**src/rtl/abqc_pkg.sv**
```systemverilog
// abqc_pkg: shared constants, command and result types for the audio buffer queue controller
// no dependencies; used by every other file of the block
`timescale 1ns / 1ps

package abqc_pkg;

    localparam int QUEUE_DEPTH    = 32;
    localparam int RELEASED_DEPTH = 32;
    localparam int FETCH_MAX      = 32;
    localparam int CMDQ_DEPTH     = 2;

    localparam int TAG_W    = 64;
    localparam int COUNT_W  = 20;
    localparam int KIND_W   = 3;
    localparam int MAXC_W   = 6;
    localparam int LAYOUT_W = 2;
    localparam int TOTAL_W  = 32;

    localparam int PQ_IDX_W   = $clog2(QUEUE_DEPTH);
    localparam int PQ_FILL_W  = $clog2(QUEUE_DEPTH + 1);
    localparam int RQ_IDX_W   = $clog2(RELEASED_DEPTH);
    localparam int RQ_FILL_W  = $clog2(RELEASED_DEPTH + 1);
    localparam int FETCH_W    = $clog2(FETCH_MAX + 1);
    localparam int CMDQ_PTR_W = $clog2(CMDQ_DEPTH);
    localparam int CMDQ_CNT_W = $clog2(CMDQ_DEPTH + 1);

    localparam logic [KIND_W-1:0] KIND_QUEUE = 3'd0;
    localparam logic [KIND_W-1:0] KIND_PLAY  = 3'd1;
    localparam logic [KIND_W-1:0] KIND_STOP  = 3'd2;
    localparam logic [KIND_W-1:0] KIND_FLUSH = 3'd3;
    localparam logic [KIND_W-1:0] KIND_TICK  = 3'd4;
    localparam logic [KIND_W-1:0] KIND_FETCH = 3'd5;

    localparam logic [LAYOUT_W-1:0] LAYOUT_MONO     = 2'd0;
    localparam logic [LAYOUT_W-1:0] LAYOUT_STEREO   = 2'd1;
    localparam logic [LAYOUT_W-1:0] LAYOUT_SURROUND = 2'd2;

    // divide by three through a reciprocal: exact for inputs below 2**19
    localparam int                HALF_W     = COUNT_W - 1;
    localparam int                DIV3_SHIFT = 20;
    localparam logic [HALF_W-1:0] DIV3_MULT  = 19'd349526;

    typedef enum logic [2:0] {
        CMD_QUEUE,
        CMD_PLAY,
        CMD_STOP,
        CMD_FLUSH,
        CMD_TICK,
        CMD_FETCH,
        CMD_NOP
    } cmd_op_t;

    typedef struct packed {
        cmd_op_t             op;
        logic [TAG_W-1:0]    tag;
        logic [COUNT_W-1:0]  count;
        logic [MAXC_W-1:0]   fetch_limit;
    } cmd_t;

    typedef struct packed {
        logic                accepted;
        logic                flush_found;
        logic                started;
        logic [TAG_W-1:0]    started_tag;
        logic                released_event;
        logic                sink_flush;
        logic                release_overflow;
        logic                tag_valid;
        logic [TAG_W-1:0]    tag_out;
        logic                last;
        logic [TOTAL_W-1:0]  played_total;
    } result_t;

endpackage

```
**src/rtl/abqc_if.sv**
```systemverilog
// abqc_req_if / abqc_rsp_if: valid/ready channels for command words and result words
// depends on abqc_pkg for field widths
`timescale 1ns / 1ps

interface abqc_req_if;
    logic                          valid;
    logic                          ready;
    logic [abqc_pkg::KIND_W-1:0]   kind;
    logic [abqc_pkg::TAG_W-1:0]    buffer_tag;
    logic [abqc_pkg::COUNT_W-1:0]  sample_count;
    logic [abqc_pkg::MAXC_W-1:0]   fetch_limit;

    modport source (output valid, kind, buffer_tag, sample_count, fetch_limit, input ready);
    modport sink   (input valid, kind, buffer_tag, sample_count, fetch_limit, output ready);
endinterface


```
**src/rtl/abqc_front.sv**
```systemverilog
// abqc_front: accepts request words, decodes the kind and holds one command word
// depends on abqc_pkg and abqc_if
`timescale 1ns / 1ps

module abqc_front (
    input  logic            clk,
    input  logic            rst_n,
    abqc_req_if.sink        req,
    output abqc_pkg::cmd_t  push_cmd,
    output logic            push_valid,
    input  logic            push_ready
);
    import abqc_pkg::*;

    cmd_t    cmd_reg;
    logic    valid_reg;
    cmd_op_t op_dec;
    logic    take;

    always_comb
    begin
        unique case (req.kind)
            KIND_QUEUE: op_dec = CMD_QUEUE;
            KIND_PLAY:  op_dec = CMD_PLAY;
            KIND_STOP:  op_dec = CMD_STOP;
            KIND_FLUSH: op_dec = CMD_FLUSH;
            KIND_TICK:  op_dec = CMD_TICK;
            KIND_FETCH: op_dec = CMD_FETCH;
            default:    op_dec = CMD_NOP;
        endcase
    end

    assign req.ready  = !valid_reg || push_ready;
    assign take       = req.valid && req.ready;
    assign push_valid = valid_reg;
    assign push_cmd   = cmd_reg;

    always_ff @(posedge clk or negedge rst_n)
    begin
        if (!rst_n)
        begin
            valid_reg <= 1'b0;
            cmd_reg   <= '0;
        end
        else
        begin
            if (take)
            begin
                valid_reg           <= 1'b1;
                cmd_reg.op          <= op_dec;
                cmd_reg.tag         <= req.buffer_tag;
                cmd_reg.count       <= req.sample_count;
                cmd_reg.fetch_limit <= req.fetch_limit;
            end
            else if (push_ready)
            begin
                valid_reg <= 1'b0;
            end
        end
    end

endmodule

```
**src/flat_wrapper.sv**
```systemverilog
// flat-port wrapper written by rule: the top's interface ports become plain ports
module abqc_front_flat import abqc_pkg::*;
  (clk, rst_n, push_cmd, push_valid, push_ready, req_valid, req_kind, req_buffer_tag, req_sample_count, req_fetch_limit, req_ready);
  abqc_req_if req_i ();
  input  logic clk;
  input  logic rst_n;
  output abqc_pkg::cmd_t push_cmd;
  output logic push_valid;
  input  logic push_ready;
  input wire logic [$bits(req_i.valid)-1:0] req_valid;
  input wire logic [$bits(req_i.kind)-1:0] req_kind;
  input wire logic [$bits(req_i.buffer_tag)-1:0] req_buffer_tag;
  input wire logic [$bits(req_i.sample_count)-1:0] req_sample_count;
  input wire logic [$bits(req_i.fetch_limit)-1:0] req_fetch_limit;
  output wire logic [$bits(req_i.ready)-1:0] req_ready;
  assign req_i.valid = req_valid;
  assign req_i.kind = req_kind;
  assign req_i.buffer_tag = req_buffer_tag;
  assign req_i.sample_count = req_sample_count;
  assign req_i.fetch_limit = req_fetch_limit;
  assign req_ready = req_i.ready;
  abqc_front u_core (.clk(clk), .rst_n(rst_n), .req(req_i), .push_cmd(push_cmd), .push_valid(push_valid), .push_ready(push_ready));
endmodule
```
**config.mk**
```make
export PLATFORM = sky130hd
export DESIGN_NAME = abqc_front_flat
export DESIGN_NICKNAME = d
export VERILOG_FILES = /design/src/rtl/abqc_pkg.sv /design/src/rtl/abqc_if.sv /design/src/rtl/abqc_front.sv /design/src/flat_wrapper.sv
export SDC_FILE = /design/constraint.sdc
export NUM_CORES = 1
export LEC_CHECK = 0
export ABC_AREA = 1
export BUFFER_PORTS_ARGS = -buffer_cell sky130_fd_sc_hd__buf_2
export CORE_ASPECT_RATIO = 1.2
export CORE_MARGIN = 1
export CORE_UTILIZATION = 45
export CTS_CLUSTER_SIZE = 25
export DETAILED_ROUTE_END_ITERATION = 8
export GPL_TIMING_DRIVEN = 0
export PLACE_DENSITY_LB_ADDON = 0.15
export SKIP_LAST_GASP = 1
export SLEW_MARGIN = 0
export SYNTH_ARGS = -nofsm -noshare
export SYNTH_HDL_FRONTEND = slang
export SYNTH_SLANG_ARGS = --single-unit
export TNS_END_PERCENT = 100
```
**constraint.sdc**
```tcl
create_clock -name clk -period 1.3 [get_ports clk]
set_input_delay 0.26 -clock clk [delete_from_list [all_inputs] [get_ports clk]]
set_output_delay 0.26 -clock clk [all_outputs]
set_load 0.05 [all_outputs]
```
==> summary.md <==
| Metric | Value |
|---|---|
| Outcome | `finished with violations` |
| Failing checks | `setup timing` |
| Worst Max-Slew Pin Slew | `0.591 ns` |
| Simple-Gate Fraction of Synth Area | `31.7%` |
| Initial antenna violation count | `0` |
| Worst R2R Setup Slack | `approximately 0.08 ns` |
| Switching pwr | `3.16 mW` |
| IO Count | `around 190` |
| EDFF count, synth | `0` |
| Register-to-Register Path Depth | `7` |
| Final setup fails | `1` |
| Critical path required time | `1.04 ns` |
| Clock network fraction of total power | `23.1%` |
| Port Buffer Count | `~190` |
| Placed insts | `698` |
| Main synth FF type | `dfrtp_1` |
| Rows | `36` |
| Root buf cell | `clkbuf_8` |
| Int Pwr | `around 4.9 mW` |
| Yosys warnings | `0` |
| Synth async-reset ratio | `100%` |
| Core area | `~0.008 mm2` |
| Synth Area in XOR/XNOR | `0%` |
| Die height | `102 um` |
| F_max | `approximately 0.74 GHz` |
| Footprint of the multi-input gates | `0.00119 mm2` |
| Final #Nets | `roughly 700` |
| Hpwl dp | `6780 um` |
| Syn Inst Count | `between 400 and 500` |
| Complex-gate fraction of the synthesized area | `less than 1%` |
| Synth cell count leaders | `188 x nand2_1, 94 x dfrtp_1, 92 x nand3_1` |
| Final wirelength | `9520 um` |
| Area contributors post-synth | `dfrtp_1 63%, nand2_1 19%, nand3_1 12%` |
| Crit path launch type | `register` |
| Comb pwr share | `33.4%` |
| RSZ-0062 raised after global routing | `yes` |
| Syn_nets | `508` |
| Mux contribution to synthesized area | `0%` |
| CTS clk-pin slew, worst paths | `0.09 ns` |
| H-tree depth | `3` |
| Detail Route Antenna Nets | `0` |
| Max-cap check violation count | `0` |
| Worst-Skew Late Latency | `between 0.3 and 0.4 ns` |
| DR WL/cell | `13.3 um` |
| Pwr dens | `1570 mW/mm2` |
| Congestion Overflow GR | `0` |
| Initial core utilization | `46.2%` |
| Synthesized area | `0.00372 mm2` |
| Fin util | `63.4%` |
| Clock skew | `0.00929 ns` |
| Max rail drop VDD | `0.887 mV` |
| Critical R2R Capture | `u_core.push_cmd[11]$_DFFE_PN0P_` |
| Vias in the first global route | `3231` |
| Final Hold Vio Count | `0` |
| Proportion of synthesized chip area in sequential cells | `63.2%` |
| CP arrival | `~1.1 ns` |
| CTS tree | `built` |
| #FFs+latches synth | `94` |
| Residual DRC | `0` |
| Die X | `85.0 um` |
| Hold WC Path Type | `in2reg` |
| Tmin final | `roughly 1.4 ns` |
| Post-synth top area share | `63.2%` |
| Largest net degree at the start of global routing | `51` |
| Adder-Cell Fraction of Synth Area | `0%` |
| Sequential standard cell area | `between 0.002 and 0.0025 mm2` |
| Slew Viols, Final | `0` |
| Crit end category | `output pin` |
| Crit path to | `req_ready` |
| CTS Buf Count | `9` |
| Tcrit/Tclk final | `104%` |
| Final Instance Count excl. Fillers | `just over 700` |
| Diode count | `0` |
| WS Path Type | `reg2out` |
| Maximum fanout along the worst path | `3` |
| Hold slack | `0.127 ns` |
| 1st-pass router iterations | `5` |
| Switching Fraction | `39.4%` |
| Largest area contributor in the netlist | `dfrtp_1` |
| Sequential Power Share | `43.5%` |
| Number of vias per cell | `4.90` |
| Layout area overhead | `37.3%` |
| Main combinational cell family by area after synthesis | `simple AND/OR/NAND/NOR gates` |
| Crit path from | `u_core.push_valid$_DFFE_PN0P_` |
| Die area | `0.00864 mm2` |
| Syn Area/Cell | `slightly above 9 um2` |
| Reg-to-reg startpoint | `u_core.push_valid$_DFFE_PN0P_` |
| Rel. slew slack | `between 60% and 70%` |
| Distinct cell type count after synthesis | `10` |
| Layout cells sized above 1 | `38.3%` |
| Lkg Pwr | `3.02 nW` |
| Vias | `roughly 3.5k` |
| Clock Tree Buf Depth | `2` |
| GP Congestion | `0.748` |
| GRT Util Overall | `~23%` |
| Filler cells | `roughly 740` |
| Worst setup margin | `-0.0550 ns` |
| Clk sinks | `94` |
| First-pass GRT wire length | `15200 um` |
| Iteration-0 DRC Markers | `149` |
| Most frequent cell after synthesis | `nand2_1` |
==> sequential cells by signal (all words and copies together), names as in the netlist <==
signal,count
u_core.push_cmd,93
u_core.push_valid,1
==> layer usage <==
layer,wire (um),track usage [%],vias to the layer above
li1,-,-,1716
met1,4160,29.8,1632
met2,4560,36.8,134
met3,592,3.18,19
met4,210,11.2,0
met5,0,0,-
==> metrics by stage <==
step           instance area [um2]  setup WS, ns  setup TNS, ns  power (mW)
2_1_floorplan                 3720        0.0657              0        5.41
3_3_place_gp                  4800         -1.10         -87.70        6.13
3_5_place_dp                  4830        0.0154              0        6.18
4_1_cts                       5050       -0.0766        -0.0843        8.05
5_1_grt                       5110       -0.0987         -0.128        8.39
6_report                      5110       -0.0550        -0.0550        8.01
==> timing repair <==
action / CTS / global route
gates resized for setup: 6 / 24
buffers inserted: 2 / 0
hold endpoints to repair: 44 / 0
pin swaps: 1 / 0
hold buffers: 1 / 0
endpoints found under the setup margin: 1 / 64
==> power by group through the flow <==
stage          Sequential (mW)  Combinational (mW)  Clock [mW]
2_1_floorplan             4.90               0.502           0
3_3_place_gp              3.53                2.61           0
3_5_place_dp              3.54                2.64           0
4_1_cts                   3.49                2.66        1.90
5_1_grt                   3.54                2.85        2.00
6_report                  3.49                2.67        1.85
==> kinds of logic after synthesis <==
kind of cell | after synthesis
DFF | 94
and+or+nand+nor | 282
buffers and inverters | 33
AOI/OAI and AO/OA | 2
==> worst min path at each step <==
stage | to | from | slack (ns) | cells past startpoint
after global placement | u_core.push_cmd[56]$_DFFE_PN0P_ | u_core.push_cmd[56]$_DFFE_PN0P_ | 0.45 | 2
after detailed placement | u_core.push_cmd[54]$_DFFE_PN0P_ | rst_n | 0.31 | 1
after CTS | u_core.push_cmd[10]$_DFFE_PN0P_ | req_sample_count[4] | 0.11 | 3
after floorplan | u_core.push_cmd[0]$_DFFE_PN0P_ | rst_n | -0.04 | 0
final | u_core.push_cmd[10]$_DFFE_PN0P_ | req_sample_count[4] | 0.13 | 3
after global routing | u_core.push_cmd[78]$_DFFE_PN0P_ | req_buffer_tag[52] | 0.13 | 3
==> cell type report <==
class	instances	share of cell area, %
Sequential cell	94	46.0
Multi-Input combinational cell	284	23.3
Timing Repair Buffer	195	20.1
Buffer	30	4.55
Clock buffer	11	2.77
Tap cell	95	2.33
Clock inverter	2	0.685
Inverter	3	0.220
==> worst max-delay path, stage by stage, from the launching register on <==
cell and delay, ns:
dfrtp_2 0.43, nand2_4 0.07, buf_6 0.11, buf_8 0.14
==> layout by cell type (no fill, tap or decap), types with 2 or more instances in the layout <==
cell type,count
inv_1,3
nand3_1,92
buf_2,199
clkbuf_8,10
nand2_1,188
dfrtp_1,93
a21oi_1,2
clkbuf_1,3
buf_6,12
clkbuf_4,4
buf_4,5
Note: power is estimated with default switching activity, not from simulation.
