<file path="src/rtl/abqc_pkg.sv">
// abqc_pkg: shared constants, command and result types for the audio buffer queue controller
// no dependencies; used by every other file of the block
`timescale 1ns / 1ps

package abqc_pkg;

    localparam int QUEUE_DEPTH    = 32;
    localparam int RELEASED_DEPTH = 32;
    localparam int FETCH_MAX      = 32;
    localparam int CMDQ_DEPTH     = 2;

    localparam int TAG_W    = 64;
    localparam int COUNT_W  = 20;
    localparam int KIND_W   = 3;
    localparam int MAXC_W   = 6;
    localparam int LAYOUT_W = 2;
    localparam int TOTAL_W  = 32;

    localparam int PQ_IDX_W   = $clog2(QUEUE_DEPTH);
    localparam int PQ_FILL_W  = $clog2(QUEUE_DEPTH + 1);
    localparam int RQ_IDX_W   = $clog2(RELEASED_DEPTH);
    localparam int RQ_FILL_W  = $clog2(RELEASED_DEPTH + 1);
    localparam int FETCH_W    = $clog2(FETCH_MAX + 1);
    localparam int CMDQ_PTR_W = $clog2(CMDQ_DEPTH);
    localparam int CMDQ_CNT_W = $clog2(CMDQ_DEPTH + 1);

    localparam logic [KIND_W-1:0] KIND_QUEUE = 3'd0;
    localparam logic [KIND_W-1:0] KIND_PLAY  = 3'd1;
    localparam logic [KIND_W-1:0] KIND_STOP  = 3'd2;
    localparam logic [KIND_W-1:0] KIND_FLUSH = 3'd3;
    localparam logic [KIND_W-1:0] KIND_TICK  = 3'd4;
    localparam logic [KIND_W-1:0] KIND_FETCH = 3'd5;

    localparam logic [LAYOUT_W-1:0] LAYOUT_MONO     = 2'd0;
    localparam logic [LAYOUT_W-1:0] LAYOUT_STEREO   = 2'd1;
    localparam logic [LAYOUT_W-1:0] LAYOUT_SURROUND = 2'd2;

    // divide by three through a reciprocal: exact for inputs below 2**19
    localparam int                HALF_W     = COUNT_W - 1;
    localparam int                DIV3_SHIFT = 20;
    localparam logic [HALF_W-1:0] DIV3_MULT  = 19'd349526;

    typedef enum logic [2:0] {
        CMD_QUEUE,
        CMD_PLAY,
        CMD_STOP,
        CMD_FLUSH,
        CMD_TICK,
        CMD_FETCH,
        CMD_NOP
    } cmd_op_t;

    typedef struct packed {
        cmd_op_t             op;
        logic [TAG_W-1:0]    tag;
        logic [COUNT_W-1:0]  count;
        logic [MAXC_W-1:0]   fetch_limit;
    } cmd_t;

    typedef struct packed {
        logic                accepted;
        logic                flush_found;
        logic                started;
        logic [TAG_W-1:0]    started_tag;
        logic                released_event;
        logic                sink_flush;
        logic                release_overflow;
        logic                tag_valid;
        logic [TAG_W-1:0]    tag_out;
        logic                last;
        logic [TOTAL_W-1:0]  played_total;
    } result_t;

endpackage

</file>
<file path="src/rtl/abqc_cmd_fifo.sv">
// abqc_cmd_fifo: short command queue between the decode front and the execution back
// depends on abqc_pkg
`timescale 1ns / 1ps

module abqc_cmd_fifo (
    input  logic            clk,
    input  logic            rst_n,
    input  abqc_pkg::cmd_t  push_cmd,
    input  logic            push_valid,
    output logic            push_ready,
    output abqc_pkg::cmd_t  pop_cmd,
    output logic            pop_valid,
    input  logic            pop_ready
);
    import abqc_pkg::*;

    cmd_t                   slot_reg [CMDQ_DEPTH];
    logic [CMDQ_PTR_W-1:0]  wr_ptr_reg;
    logic [CMDQ_PTR_W-1:0]  rd_ptr_reg;
    logic [CMDQ_CNT_W-1:0]  cnt_reg;
    logic                   do_push;
    logic                   do_pop;
    logic [CMDQ_PTR_W-1:0]  wr_ptr_next;
    logic [CMDQ_PTR_W-1:0]  rd_ptr_next;

    assign push_ready = (cnt_reg != CMDQ_CNT_W'(CMDQ_DEPTH));
    assign pop_valid  = (cnt_reg != '0);
    assign pop_cmd    = slot_reg[rd_ptr_reg];
    assign do_push    = push_valid && push_ready;
    assign do_pop     = pop_valid && pop_ready;

    assign wr_ptr_next = (wr_ptr_reg == CMDQ_PTR_W'(CMDQ_DEPTH - 1)) ? '0 : wr_ptr_reg + 1'b1;
    assign rd_ptr_next = (rd_ptr_reg == CMDQ_PTR_W'(CMDQ_DEPTH - 1)) ? '0 : rd_ptr_reg + 1'b1;

    always_ff @(posedge clk or negedge rst_n)
    begin
        if (!rst_n)
        begin
            wr_ptr_reg <= '0;
            rd_ptr_reg <= '0;
            cnt_reg    <= '0;
        end
        else
        begin
            if (do_push)
            begin
                wr_ptr_reg <= wr_ptr_next;
            end
            if (do_pop)
            begin
                rd_ptr_reg <= rd_ptr_next;
            end
            if (do_push && !do_pop)
            begin
                cnt_reg <= cnt_reg + 1'b1;
            end
            else if (do_pop && !do_push)
            begin
                cnt_reg <= cnt_reg - 1'b1;
            end
        end
    end

    always_ff @(posedge clk)
    begin
        if (do_push)
        begin
            slot_reg[wr_ptr_reg] <= push_cmd;
        end
    end

endmodule

</file>
<file path="config.mk">
export PLATFORM = sky130hd
export DESIGN_NAME = abqc_cmd_fifo
export DESIGN_NICKNAME = d
export VERILOG_FILES = /design/src/rtl/abqc_pkg.sv /design/src/rtl/abqc_cmd_fifo.sv
export SDC_FILE = /design/constraint.sdc
export NUM_CORES = 1
export LEC_CHECK = 0
export BUFFER_PORTS_ARGS = -buffer_cell sky130_fd_sc_hd__buf_2
export CORE_MARGIN = 2
export CORE_UTILIZATION = 52
export DETAILED_ROUTE_END_ITERATION = 7
export HOLD_SLACK_MARGIN = 0.12
export PLACE_DENSITY_LB_ADDON = 0.15
export RECOVER_POWER = 25
export SLEW_MARGIN = 10
export SYNTH_ARGS = -nofsm -noshare
export SYNTH_HDL_FRONTEND = slang
export SYNTH_SLANG_ARGS = --single-unit
</file>
<file path="constraint.sdc">
create_clock -name clk -period 6.9 [get_ports clk]
set_input_delay 1.725 -clock clk [delete_from_list [all_inputs] [get_ports clk]]
set_output_delay 1.725 -clock clk [all_outputs]
set_load 0.01 [all_outputs]
</file>
==> reports/summary.json, run 1 <==
{
  "dominant_combinational_cell_family_by_area_after_synthesis": {"value": "multiplexers"},
  "power.clock.fraction": {"value": 0.286},
  "final_layout_size_suffix_gt1_frac": {"value": 0.5973},
  "power_density_cells": {"value": 432.6, "unit": "nW/um^2"},
  "gp_congestion": {"value": 0.7478},
  "detailedRoute.firstIterationViolations": {"value": 166},
  "number_of_global_route_vias_before_repair": {"value": 3736},
  "most_common_library_cell_in_the_layout_ignoring_fill_and_taps": {"value": "sky130_fd_sc_hd__edfxtp_1"},
  "synth-compound-area-share": {"value": 0},
  "cts-hold-fix-buffers": {"value": 0},
  "cts_h_tree_depth": {"value": 4},
  "arrival": {"value": 2510, "unit": "ps"},
  "max-clock-path-buffers": {"value": 2},
  "period_needed": {"value": 4231, "unit": "ps"},
  "p_comb_frac": {"value": 0.262},
  "max-slew-margin-rel": {"value": 0.4971},
  "final_cell_mix": {"value": "sky130_fd_sc_hd__edfxtp_1 (186), sky130_fd_sc_hd__buf_2 (180), sky130_fd_sc_hd__mux2_2 (93)"},
  "boundaryPins": {"value": 192},
  "routed_via_density": {"value": 5.043},
  "path_class": {"value": "register to output pin"},
  "synth.mux.area_fraction": {"value": 0.1514},
  "swShare": {"value": 0.2755},
  "timing.final.max_slew_violations": {"value": 0},
  "setup-tns-final": {"value": 0, "unit": "ps"},
  "required": {"value": 5180, "unit": "ps"},
  "remaining_drc_errors": {"value": 0},
  "core-area": {"value": 13140, "unit": "um^2"},
  "dp.cells": {"value": 668},
  "cts_setup_buffers": {"value": 0},
  "wire_length_of_the_first_global_routing_pass": {"value": 18590, "unit": "um"},
  "core.rowCount": {"value": 42},
  "total_leakage_power": {"value": 3.239, "unit": "nW"},
  "outcome": {"value": "completed"},
  "die_w": {"value": 119.3, "unit": "um"},
  "worstReg2RegEnd": {"value": "slot_reg[1][69]"},
  "clkTransAtPathRegs": {"value": 60, "unit": "ps"},
  "worstRegToRegCells": {"value": 3},
  "initial_core_util": {"value": 0.5265},
  "whs_path_depth": {"value": 1},
  "hpwlAfterDp": {"value": 7893, "unit": "um"},
  "syn_to_final_growth": {"value": 25.89, "unit": "%"},
  "hold_path_startpoint": {"value": "cnt_reg[1]"},
  "grt_usage": {"value": 0.1761},
  "number_of_antenna_violations_at_the_first_check_in_global_routing": {"value": 2},
  "port-buffer-count": {"value": 191},
  "crit_path_end_kind": {"value": "output pin"},
  "grt_start_max_net_pins": {"value": 57},
  "grt_remaining_overflow": {"value": 0},
  "die-area": {"value": 14240, "unit": "um^2"},
  "count_of_warnings_emitted_by_yosys": {"value": 0},
  "fmaxAchievable": {"value": 236.3, "unit": "MHz"},
  "rsz0062_at_grt": {"value": "false"},
  "postSynthNetCount": {"value": 405},
  "min-delay-path-class": {"value": "register to register"},
  "synthSimpleGateAreaFrac": {"value": 0.004884},
  "tritoncts.num_buffers": {"value": 17},
  "timing_hold_violations_final": {"value": 0},
  "detail-route-antenna-nets": {"value": 0},
  "timing.hold.worst_endpoint": {"value": "cnt_reg[1]"},
  "post_layout_nonfiller_instances": {"value": 702},
  "timing.critical_path.from_type": {"value": "register"},
  "setup-violations-final": {"value": 0},
  "tritoncts_num_sinks": {"value": 190},
  "holdWs": {"value": 489.6, "unit": "ps"},
  "clk_latency": {"value": 420, "unit": "ps"},
  "synth_seq_area_share": {"value": 0.8220},
  "vias": {"value": 3540},
  "buffer_type_at_the_clock_tree_root": {"value": "sky130_fd_sc_hd__clkbuf_16"},
  "irDropWorstVdd": {"value": 234.4, "unit": "uV"},
  "multi_input_comb_area": {"value": 1150, "unit": "um^2"},
  "transition_time_at_the_pin_with_the_least_slew_margin": {"value": 754.4, "unit": "ps"},
  "post_synth_xor_area_fraction": {"value": 0.006331},
  "die_height": {"value": 119.3, "unit": "um"},
  "synth_cells": {"value": 307},
  "timing.rr.start": {"value": "cnt_reg[0]"},
  "post_synth_fa_ha_maj_area_fraction": {"value": 0.001809},
  "finClkSkew": {"value": 4.969, "unit": "ps"},
  "post_synth_instance_area": {"value": 6917, "unit": "um^2"},
  "final_min_period_over_clock_period": {"value": 0.6132},
  "critical_path_fanout_max": {"value": 56},
  "drt-wirelength-per-cell": {"value": 17.30, "unit": "um"},
  "cts-resized-gates": {"value": 0},
  "synthesis.area_per_instance": {"value": 22.53, "unit": "um^2"},
  "largest_register_ffs": {"value": 186},
  "worst-r2r-setup-slack": {"value": 4620, "unit": "ps"},
  "fillers": {"value": 1003},
  "synth.distinct_cells": {"value": 15},
  "power.switching": {"value": 1.038, "unit": "mW"},
  "internal-power": {"value": 2.729, "unit": "mW"},
  "power.share.sequential": {"value": 0.452},
  "route.final.wire_length": {"value": 12140, "unit": "um"},
  "design.final.nets": {"value": 609},
  "cts_tree": {"value": "yes"},
  "seqCellArea": {"value": 5689, "unit": "um^2"},
  "cap_violations": {"value": 0},
  "drt-pass1-iter-count": {"value": 4},
  "ys_ff_latch": {"value": 190}
}
cell families (layout without fill, tap and decap cells):
logic type,Yosys count,count (layout)
other cells,0,2
flops,190,190
buf+inv,11,228
mux,93,93
fa+ha+maj,1,1
simple gates,7,7
xor+xnor,5,5
critical path: stages (launching register included):
cell and delay (ps):
sky130_fd_sc_hd__dfrtp_4 920, sky130_fd_sc_hd__buf_4 580, sky130_fd_sc_hd__mux2_2 410, sky130_fd_sc_hd__buf_2 150
per-stage QoR:
| stage | instance area (um^2) | power, mW | setup slack, ps | utilization |
|---|---|---|---|---|
| after global routing | 8702 | 3.947 | 2514 | 0.6624 |
| after CTS | 8716 | 3.822 | 2611 | 0.6634 |
| after detailed placement | 8049 | 2.735 | 3073 | 0.6127 |
| after global placement | 8049 | 2.716 | 3070 | 0.6127 |
| final | 8707 | 3.767 | 2669 | 0.6628 |
| after floorplan | 6917 | 2.385 | 665.0 | - |
worst max-delay path by stage:
stage                     end  slack (ps)  startpoint  depth (start not counted)
2_1_floorplan  slot_reg[0][0]         660  push_valid                          2
3_3_place_gp      pop_cmd[34]        3070  rd_ptr_reg                          3
3_5_place_dp      pop_cmd[37]        3070  rd_ptr_reg                          3
4_1_cts           pop_cmd[34]        2610  rd_ptr_reg                          3
5_1_grt           pop_cmd[86]        2510  rd_ptr_reg                          3
6_report          pop_cmd[37]        2670  rd_ptr_reg                          3
cell usage after synthesis:
master	number	area, um^2
sky130_fd_sc_hd__buf_6	6	67.56
sky130_fd_sc_hd__xor2_1	2	17.52
sky130_fd_sc_hd__xnor2_1	3	26.28
sky130_fd_sc_hd__nor2_1	2	7.510
sky130_fd_sc_hd__nand2b_1	1	6.260
sky130_fd_sc_hd__buf_2	3	15.01
sky130_fd_sc_hd__ha_1	1	12.51
sky130_fd_sc_hd__edfxtp_1	186	5585
sky130_fd_sc_hd__buf_4	1	7.510
sky130_fd_sc_hd__mux2_2	93	1047
sky130_fd_sc_hd__or2_2	1	6.260
sky130_fd_sc_hd__and3_1	1	6.260
sky130_fd_sc_hd__dfrtp_1	4	100.1
sky130_fd_sc_hd__inv_1	1	3.750
sky130_fd_sc_hd__nand2_1	2	7.510
area by class of cell:
type,count,share of cell area
Tap cell,176,0.02529
Timing Repair Buffer,195,0.1117
Multi-Input combinational cell,106,0.1321
Antenna cell,2,0.0005748
Sequential cell,190,0.6534
Clock buffer,17,0.04886
Inverter,1,0.0004311
Clock inverter,15,0.02773
per-layer routing:
metal	vias up	GRT usage	wire length, um
met2	137	0.2848	5973
met1	1753	0.2067	4836
met5	-	0	0
li1	1628	-	-
met3	22	0.07328	1073
met4	0	0.07941	260
power groups by stage:
| stage | clock network [mW] | logic, mW | registers [mW] |
|---|---|---|---|
| after floorplan | 0 | 0.712 | 1.67 |
| after global placement | 0 | 0.997 | 1.72 |
| after detailed placement | 0 | 1.00 | 1.73 |
| after CTS | 1.10 | 1.01 | 1.71 |
| after global routing | 1.14 | 1.07 | 1.73 |
| final | 1.08 | 0.987 | 1.70 |
(Power assumes the default switching activity.)
==> run 2, diff against run 1 <==
--- a/config.mk
+++ b/config.mk
@@ -7,7 +7,7 @@
 export LEC_CHECK = 0
 export BUFFER_PORTS_ARGS = -buffer_cell sky130_fd_sc_hd__buf_2
 export CORE_MARGIN = 2
-export CORE_UTILIZATION = 52
+export CORE_UTILIZATION = 47
 export DETAILED_ROUTE_END_ITERATION = 7
 export HOLD_SLACK_MARGIN = 0.12
 export PLACE_DENSITY_LB_ADDON = 0.15
==> constraint.sdc (replaced) <==
create_clock -name clk -period 3.83 [get_ports clk]
set_input_delay 0.9575 -clock clk [delete_from_list [all_inputs] [get_ports clk]]
set_output_delay 0.9575 -clock clk [all_outputs]
set_load 0.01 [all_outputs]
==> reports/summary.json, run 2 (synthesis results as in run 1) <==
{
  "cts_h_tree_depth": {"value": 4, "change": "unchanged"},
  "critical_path_fanout_max": {"value": 54, "change": "-3.6%"},
  "post_layout_nonfiller_instances": {"value": 706, "change": "+0.57%"},
  "total_leakage_power": {"value": 3.177, "unit": "nW", "change": "-1.9%"},
  "number_of_antenna_violations_at_the_first_check_in_global_routing": {"value": 2, "change": "unchanged"},
  "clkTransAtPathRegs": {"value": 60, "unit": "ps", "change": "about the same"},
  "setup-violations-final": {"value": 0, "change": "unchanged"},
  "syn_to_final_growth": {"value": 24.64, "unit": "%"},
  "core.rowCount": {"value": 44, "change": "+4.8%"},
  "antenna-diode-count": {"value": 0, "change": "-2"},
  "timing.critical_path.from_type": {"value": "register"},
  "cts_setup_buffers": {"value": 0, "change": "unchanged"},
  "fmaxAchievable": {"value": 317.1, "unit": "MHz"},
  "number_of_global_route_vias_before_repair": {"value": 3582, "change": "-4.1%"},
  "cts-resized-gates": {"value": 0, "change": "unchanged"},
  "holdWs": {"value": 379.2, "unit": "ps", "change": "-110.4 ps"},
  "largest_register_ffs": {"value": 186, "change": "unchanged"},
  "core-area": {"value": 14480, "unit": "um^2", "change": "+10%"},
  "buffer_type_at_the_clock_tree_root": {"value": "sky130_fd_sc_hd__clkbuf_16"},
  "grt_start_max_net_pins": {"value": 94, "change": "+65%"},
  "tritoncts.num_buffers": {"value": 17, "change": "unchanged"},
  "outcome": {"value": "completed"},
  "drt-pass1-iter-count": {"value": 4, "change": "unchanged"},
  "detail-route-antenna-nets": {"value": 0, "change": "unchanged"},
  "rsz0062_at_grt": {"value": "false"},
  "die_height": {"value": 125.3, "unit": "um", "change": "+5.0%"},
  "wire_length_of_the_first_global_routing_pass": {"value": 18550, "unit": "um", "change": "-0.22%"},
  "arrival": {"value": 2200, "unit": "ps", "change": "-310 ps"},
  "cts_tree": {"value": "yes"},
  "period_needed": {"value": 3153, "unit": "ps"},
  "clk_latency": {"value": 410, "unit": "ps", "change": "about the same"},
  "cts-hold-fix-buffers": {"value": 0, "change": "unchanged"},
  "hpwlAfterDp": {"value": 7641, "unit": "um", "change": "-3.2%"},
  "irDropWorstVdd": {"value": 360.8, "unit": "uV", "change": "+54%"},
  "design.final.nets": {"value": 608, "change": "-0.16%"},
  "final_layout_size_suffix_gt1_frac": {"value": 0.5728, "change": "-0.02453"},
  "max-slew-margin-rel": {"value": 0.5688, "change": "+0.07171"},
  "timing_hold_violations_final": {"value": 0, "change": "unchanged"},
  "setup-tns-final": {"value": 0, "unit": "ps", "change": "unchanged"},
  "routed_via_density": {"value": 4.925, "change": "-2.3%"},
  "grt_remaining_overflow": {"value": 0, "change": "unchanged"},
  "most_common_library_cell_in_the_layout_ignoring_fill_and_taps": {"value": "sky130_fd_sc_hd__edfxtp_1"},
  "transition_time_at_the_pin_with_the_least_slew_margin": {"value": 646.8, "unit": "ps", "change": "-107.6 ps"},
  "tritoncts_num_sinks": {"value": 190, "change": "unchanged"},
  "required": {"value": 2870, "unit": "ps", "change": "-2310 ps"},
  "cap_violations": {"value": 0, "change": "unchanged"},
  "min-delay-path-class": {"value": "input pin to async pin"},
  "fillers": {"value": 1132, "change": "+13%"},
  "finClkSkew": {"value": 6.532, "unit": "ps", "change": "+1.563 ps"},
  "dp.cells": {"value": 675, "change": "+1.0%"},
  "die_w": {"value": 125.3, "unit": "um", "change": "+5.0%"},
  "port-buffer-count": {"value": 191, "change": "unchanged"},
  "boundaryPins": {"value": 192, "change": "unchanged"},
  "design_power_total": {"value": 6.518, "unit": "mW", "change": "+73%"},
  "path_class": {"value": "register to output pin"},
  "route.final.wire_length": {"value": 12120, "unit": "um", "change": "-0.19%"},
  "final_cell_mix": {"value": "sky130_fd_sc_hd__edfxtp_1 (186), sky130_fd_sc_hd__buf_2 (173), sky130_fd_sc_hd__mux2_2 (93)"},
  "drt-wirelength-per-cell": {"value": 17.17, "unit": "um", "change": "-0.75%"},
  "vias": {"value": 3477, "change": "-1.8%"},
  "final_min_period_over_clock_period": {"value": 0.8233},
  "crit_path_end_kind": {"value": "output pin"},
  "power_density_cells": {"value": 756.0, "unit": "nW/um^2", "change": "+75%"},
  "initial_core_util": {"value": 0.4777, "change": "-0.04877"},
  "remaining_drc_errors": {"value": 0, "change": "unchanged"},
  "detailedRoute.firstIterationViolations": {"value": 195, "change": "+17%"},
  "grt_usage": {"value": 0.1555, "change": "-0.02062"},
  "die-area": {"value": 15700, "unit": "um^2", "change": "+10%"},
  "max-clock-path-buffers": {"value": 2, "change": "unchanged"},
  "gp_congestion": {"value": 0.7342, "change": "-1.8%"},
  "timing.final.max_slew_violations": {"value": 0, "change": "unchanged"}
}
## run 2: changes by cell type in the layout (fill, tap and decap cells not counted), sizes merged
cell | previous run | this run
clkbuf | 28 | 37
bufinv | 6 | 2
diode | 2 | 0
clkinvlp | 5 | 3
buf | 184 | 176
clkinv | 3 | 6
## run 2: final timing paths
kind                       depth (start not counted)              end  slack (ps)        from
hold reg to reg                                    1       cnt_reg[1]         490  cnt_reg[1]
min in group clk                                   1       cnt_reg[1]         490  cnt_reg[1]
max in group asynchronous                          1       rd_ptr_reg        3210       rst_n
setup / recovery                                   3      pop_cmd[50]         680  rd_ptr_reg
setup reg to reg                                   3  slot_reg[1][69]        1880  cnt_reg[0]
hold / removal                                     1       cnt_reg[1]         380       rst_n
## run 2: layout make-up
cell class	instances	area [um^2]	share of cell area
clock inverters	12	121.4	0.01408
well taps	184	230.2	0.02671
repair buffers	194	993.5	0.1152
multi-input cells	106	1150	0.1334
inverters	1	3.754	0.0004354
flip-flops and latches	190	5689	0.6599
clock buffers	19	432.9	0.05022
## run 2: per-layer routing
metal	part of all wire	wire length, um	track usage
met1	0.42	5135	0.1983
met2	0.49	5933	0.2474
met3	0.069	835	0.05777
met4	0.015	186	0.05490
met5	0.0025	30	0
## run 2: per-stage QoR
step	instance area (um^2)	setup slack, ps	util
2_1_floorplan	6924	214.0	-
3_3_place_gp	8089	1128	0.5587
3_5_place_dp	8089	1110	0.5587
4_1_cts	8643	654.8	0.5970
5_1_grt	8621	571.5	0.5954
6_report	8621	676.7	0.5954
## run 2: worst max-delay path, stage by stage (launching register included)
cell and delay (ps):
sky130_fd_sc_hd__dfrtp_4 810, sky130_fd_sc_hd__buf_12 340, sky130_fd_sc_hd__mux2_2 410, sky130_fd_sc_hd__buf_2 150
## run 2: power breakdown
part	internal, mW	total (mW)	switching, mW
logic	0.875	1.83	0.959
clock network	0.951	1.65	0.696
registers	2.84	3.04	0.193
==> run 3, diff against run 2 <==
--- a/config.mk
+++ b/config.mk
@@ -5,9 +5,10 @@
 export SDC_FILE = /design/constraint.sdc
 export NUM_CORES = 1
 export LEC_CHECK = 0
+export ABC_AREA = 1
 export BUFFER_PORTS_ARGS = -buffer_cell sky130_fd_sc_hd__buf_2
 export CORE_MARGIN = 2
-export CORE_UTILIZATION = 47
+export CORE_UTILIZATION = 52
 export DETAILED_ROUTE_END_ITERATION = 7
 export HOLD_SLACK_MARGIN = 0.12
 export PLACE_DENSITY_LB_ADDON = 0.15
==> constraint.sdc (replaced) <==
create_clock -name clk -period 3.23 [get_ports clk]
set_input_delay 0.8075 -clock clk [delete_from_list [all_inputs] [get_ports clk]]
set_output_delay 0.8075 -clock clk [all_outputs]
set_load 0.01 [all_outputs]
==> reports/summary.json, run 3 <==
{
  "cts-resized-gates": {"value": 0, "change": "unchanged"},
  "syn_to_final_growth": {"value": 24.18, "unit": "%"},
  "postSynthNetCount": {"value": 613, "change": "+51%"},
  "rsz0062_at_grt": {"value": "false"},
  "detail-route-antenna-nets": {"value": 0, "change": "unchanged"},
  "timing.final.max_slew_violations": {"value": 0, "change": "unchanged"},
  "number_of_antenna_violations_at_the_first_check_in_global_routing": {"value": 0, "change": "-2"},
  "detailedRoute.firstIterationViolations": {"value": 330, "change": "+69%"},
  "drt-pass1-iter-count": {"value": 4, "change": "unchanged"},
  "boundaryPins": {"value": 192, "change": "unchanged"},
  "swShare": {"value": 0.3256, "change": "+0.04213"},
  "transition_time_at_the_pin_with_the_least_slew_margin": {"value": 746.9, "unit": "ps", "change": "+100.1 ps"},
  "synth.distinct_cells": {"value": 13, "change": "-2"},
  "die_w": {"value": 120.1, "unit": "um", "change": "-4.2%"},
  "fmaxAchievable": {"value": 343.8, "unit": "MHz"},
  "synthesis.area_per_instance": {"value": 13.60, "unit": "um^2", "change": "-40%"},
  "timing.critical_path.from_type": {"value": "register"},
  "tritoncts_num_sinks": {"value": 190, "change": "unchanged"},
  "gp_congestion": {"value": 0.7748, "change": "+5.5%"},
  "top_area_cells_in_the_synthesized_netlist": {"value": "sky130_fd_sc_hd__edfxtp_1 (80%), sky130_fd_sc_hd__nand2_1 (15%), sky130_fd_sc_hd__dfrtp_1 (1.4%)"},
  "power.share.sequential": {"value": 0.441, "change": "-0.025"},
  "irDropWorstVdd": {"value": 473.1, "unit": "uV", "change": "+31%"},
  "finClkSkew": {"value": 6.458, "unit": "ps", "change": "-0.07383 ps"},
  "grt_usage": {"value": 0.1900, "change": "+0.03451"},
  "post-route-cell-area": {"value": 8700, "unit": "um^2", "change": "+0.91%"},
  "buffer_type_at_the_clock_tree_root": {"value": "sky130_fd_sc_hd__clkbuf_16"},
  "ys_ff_latch": {"value": 190, "change": "unchanged"},
  "largest_register_ffs": {"value": 186, "change": "unchanged"},
  "grt_start_max_net_pins": {"value": 59, "change": "-37%"},
  "die_height": {"value": 120.1, "unit": "um", "change": "-4.2%"},
  "internal-power": {"value": 5.467, "unit": "mW", "change": "+17%"},
  "synth_area_leader_cell": {"value": "sky130_fd_sc_hd__edfxtp_1"},
  "total_leakage_power": {"value": 3.743, "unit": "nW", "change": "+18%"},
  "final_min_period_over_clock_period": {"value": 0.9005},
  "most_common_library_cell_in_the_layout_ignoring_fill_and_taps": {"value": "sky130_fd_sc_hd__nand2_1"},
  "worstRegToRegCells": {"value": 5, "change": "+2"},
  "required": {"value": 2420, "unit": "ps", "change": "-450 ps"},
  "cts-hold-fix-buffers": {"value": 0, "change": "unchanged"},
  "yosys-top-cells-count": {"value": "sky130_fd_sc_hd__nand2_1 (289), sky130_fd_sc_hd__edfxtp_1 (186), sky130_fd_sc_hd__buf_2 (13)"},
  "setup-tns-final": {"value": 0, "unit": "ps", "change": "unchanged"},
  "critical_path_fanout_max": {"value": 56, "change": "+3.7%"},
  "synth_enable_flop_cells": {"value": 186, "change": "unchanged"},
  "routed_via_density": {"value": 4.798, "change": "-2.6%"},
  "holdWs": {"value": 206.6, "unit": "ps", "change": "-172.6 ps"},
  "final_layout_size_suffix_gt1_frac": {"value": 0.2970, "change": "-0.2758"},
  "remaining_drc_errors": {"value": 0, "change": "unchanged"},
  "min-delay-path-class": {"value": "input pin to async pin"},
  "final_cell_mix": {"value": "sky130_fd_sc_hd__nand2_1 (289), sky130_fd_sc_hd__edfxtp_1 (186), sky130_fd_sc_hd__buf_2 (177)"},
  "setup-violations-final": {"value": 0, "change": "unchanged"},
  "max-clock-path-buffers": {"value": 2, "change": "unchanged"},
  "ys_async_sr_fraction": {"value": 0.02105, "change": "unchanged"},
  "period_needed": {"value": 2909, "unit": "ps"},
  "design_power_total": {"value": 8.106, "unit": "mW", "change": "+24%"},
  "post-synth-top-count-cell": {"value": "sky130_fd_sc_hd__nand2_1"},
  "dp.cells": {"value": 868, "change": "+29%"},
  "finalWorstSetupSlack": {"value": 321.3, "unit": "ps", "change": "-355.4 ps"},
  "post_layout_nonfiller_instances": {"value": 901, "change": "+28%"},
  "design.final.nets": {"value": 809, "change": "+33%"},
  "cap_violations": {"value": 0, "change": "unchanged"},
  "p_comb_frac": {"value": 0.298, "change": "+0.017"},
  "grt_remaining_overflow": {"value": 0, "change": "unchanged"},
  "die-area": {"value": 14420, "unit": "um^2", "change": "-8.2%"},
  "clkTransAtPathRegs": {"value": 60, "unit": "ps", "change": "about the same"},
  "count_of_warnings_emitted_by_yosys": {"value": 0, "change": "unchanged"},
  "max-slew-margin-rel": {"value": 0.5020, "change": "-0.06677"},
  "vias": {"value": 4323, "change": "+24%"},
  "number_of_global_route_vias_before_repair": {"value": 4179, "change": "+17%"},
  "power.clock.fraction": {"value": 0.261, "change": "+0.008"},
  "outcome": {"value": "completed"},
  "core.rowCount": {"value": 42, "change": "-4.5%"},
  "clk_latency": {"value": 420, "unit": "ps", "change": "about the same"},
  "route.final.wire_length": {"value": 13300, "unit": "um", "change": "+9.7%"},
  "tritoncts.num_buffers": {"value": 17, "change": "unchanged"},
  "ys_dominant_reg_cell": {"value": "sky130_fd_sc_hd__edfxtp_1"},
  "crit_path_end_kind": {"value": "output pin"},
  "cts_tree": {"value": "yes"},
  "post_synth_instance_area": {"value": 7005, "unit": "um^2", "change": "+1.3%"},
  "final_util": {"value": 0.6596, "change": "+0.06415"},
  "power_density_cells": {"value": 931.8, "unit": "nW/um^2", "change": "+23%"},
  "initial_core_util": {"value": 0.5311, "change": "+0.05341"},
  "synth_seq_area_share": {"value": 0.8116, "change": "-0.01042"},
  "drt-wirelength-per-cell": {"value": 14.76, "unit": "um", "change": "-14%"},
  "synth_top_area_share": {"value": 0.7973, "change": "-0.01024"},
  "place_ws": {"value": 737.1, "unit": "ps", "change": "-372.7 ps"},
  "synth_cells": {"value": 515, "change": "+68%"},
  "core-area": {"value": 13190, "unit": "um^2", "change": "-8.9%"},
  "timing_hold_violations_final": {"value": 0, "change": "unchanged"},
  "cts_h_tree_depth": {"value": 4, "change": "unchanged"},
  "hpwlAfterDp": {"value": 8323, "unit": "um", "change": "+8.9%"},
  "cts_setup_buffers": {"value": 0, "change": "unchanged"},
  "path_class": {"value": "register to output pin"},
  "power.switching": {"value": 2.639, "unit": "mW", "change": "+43%"},
  "postPlaceCellArea": {"value": 8110, "unit": "um^2", "change": "+0.26%"},
  "wire_length_of_the_first_global_routing_pass": {"value": 20310, "unit": "um", "change": "+9.5%"},
  "port-buffer-count": {"value": 191, "change": "unchanged"},
  "arrival": {"value": 2100, "unit": "ps", "change": "-100 ps"}
}
==> run 3: changes by cell type after synthesis, moves of 2 or more <==
cell / change
sky130_fd_sc_hd__nand3_1: +2
sky130_fd_sc_hd__buf_2: +10
sky130_fd_sc_hd__buf_6: +2
sky130_fd_sc_hd__inv_1: +5
sky130_fd_sc_hd__xnor2_1: -2
sky130_fd_sc_hd__mux2_2: -93
sky130_fd_sc_hd__nand2_1: +287
==> run 3: worst paths after layout <==
| kind | from | slack, ps | end |
|---|---|---|---|
| setup / recovery | rd_ptr_reg | 320 | pop_cmd[21] |
| hold / removal | rst_n | 210 | cnt_reg[1] |
| setup reg to reg | cnt_reg[0] | 1350 | slot_reg[0][59] |
| hold reg to reg | cnt_reg[0] | 500 | cnt_reg[0] |
| max in group asynchronous | rst_n | 2820 | rd_ptr_reg |
| min in group clk | cnt_reg[0] | 500 | cnt_reg[0] |
==> run 3: cells by family (layout without fill, tap and decap cells) <==
group                      after synthesis  in the layout  synth area share
DFF                                    190            190            0.8116
and+or+nand+nor                        294            294            0.1582
buffers and inverters                   28            237           0.02590
adders and majority gates                1              1          0.001786
xor gates and xnor gates                 2              2          0.002501
other                                    0              1                 0
==> run 3: per-layer routing <==
| layer | wire length (um) | vias up | GRT usage |
|---|---|---|---|
| li1 | - | 2125 | - |
| met1 | 5463 | 2047 | 0.2362 |
| met2 | 6733 | 136 | 0.3125 |
| met3 | 879 | 15 | 0.05323 |
| met4 | 223 | 0 | 0.08382 |
| met5 | 0 | - | 0 |
==> run 3: critical path, stage by stage (launching register included) <==
cell	delay, ps
sky130_fd_sc_hd__dfrtp_4	710
sky130_fd_sc_hd__buf_4	590
sky130_fd_sc_hd__nand2_1	110
sky130_fd_sc_hd__nand2_1	110
sky130_fd_sc_hd__buf_2	130
==> run 3: final cells by class <==
| type | instances | area [um^2] |
|---|---|---|
| fillers | 990 | 4491 |
| inverters | 7 | 26.28 |
| flip-flops and latches | 190 | 5689 |
| clock inverters | 12 | 167.7 |
| diodes | 1 | 2.502 |
| repair buffers | 198 | 1003 |
| multi-input cells | 297 | 1154 |
| well taps | 176 | 220.2 |
| clock buffers | 20 | 436.7 |
==> run 3: power by group through the flow <==
stage / logic (mW) / clock network, mW / registers, mW
after global routing: 2.71 / 2.25 / 3.63
after floorplan: 1.58 / 0 / 3.56
after CTS: 2.46 / 2.15 / 3.58
after detailed placement: 2.46 / 0 / 3.63
final: 2.42 / 2.11 / 3.58
after global placement: 2.43 / 0 / 3.61
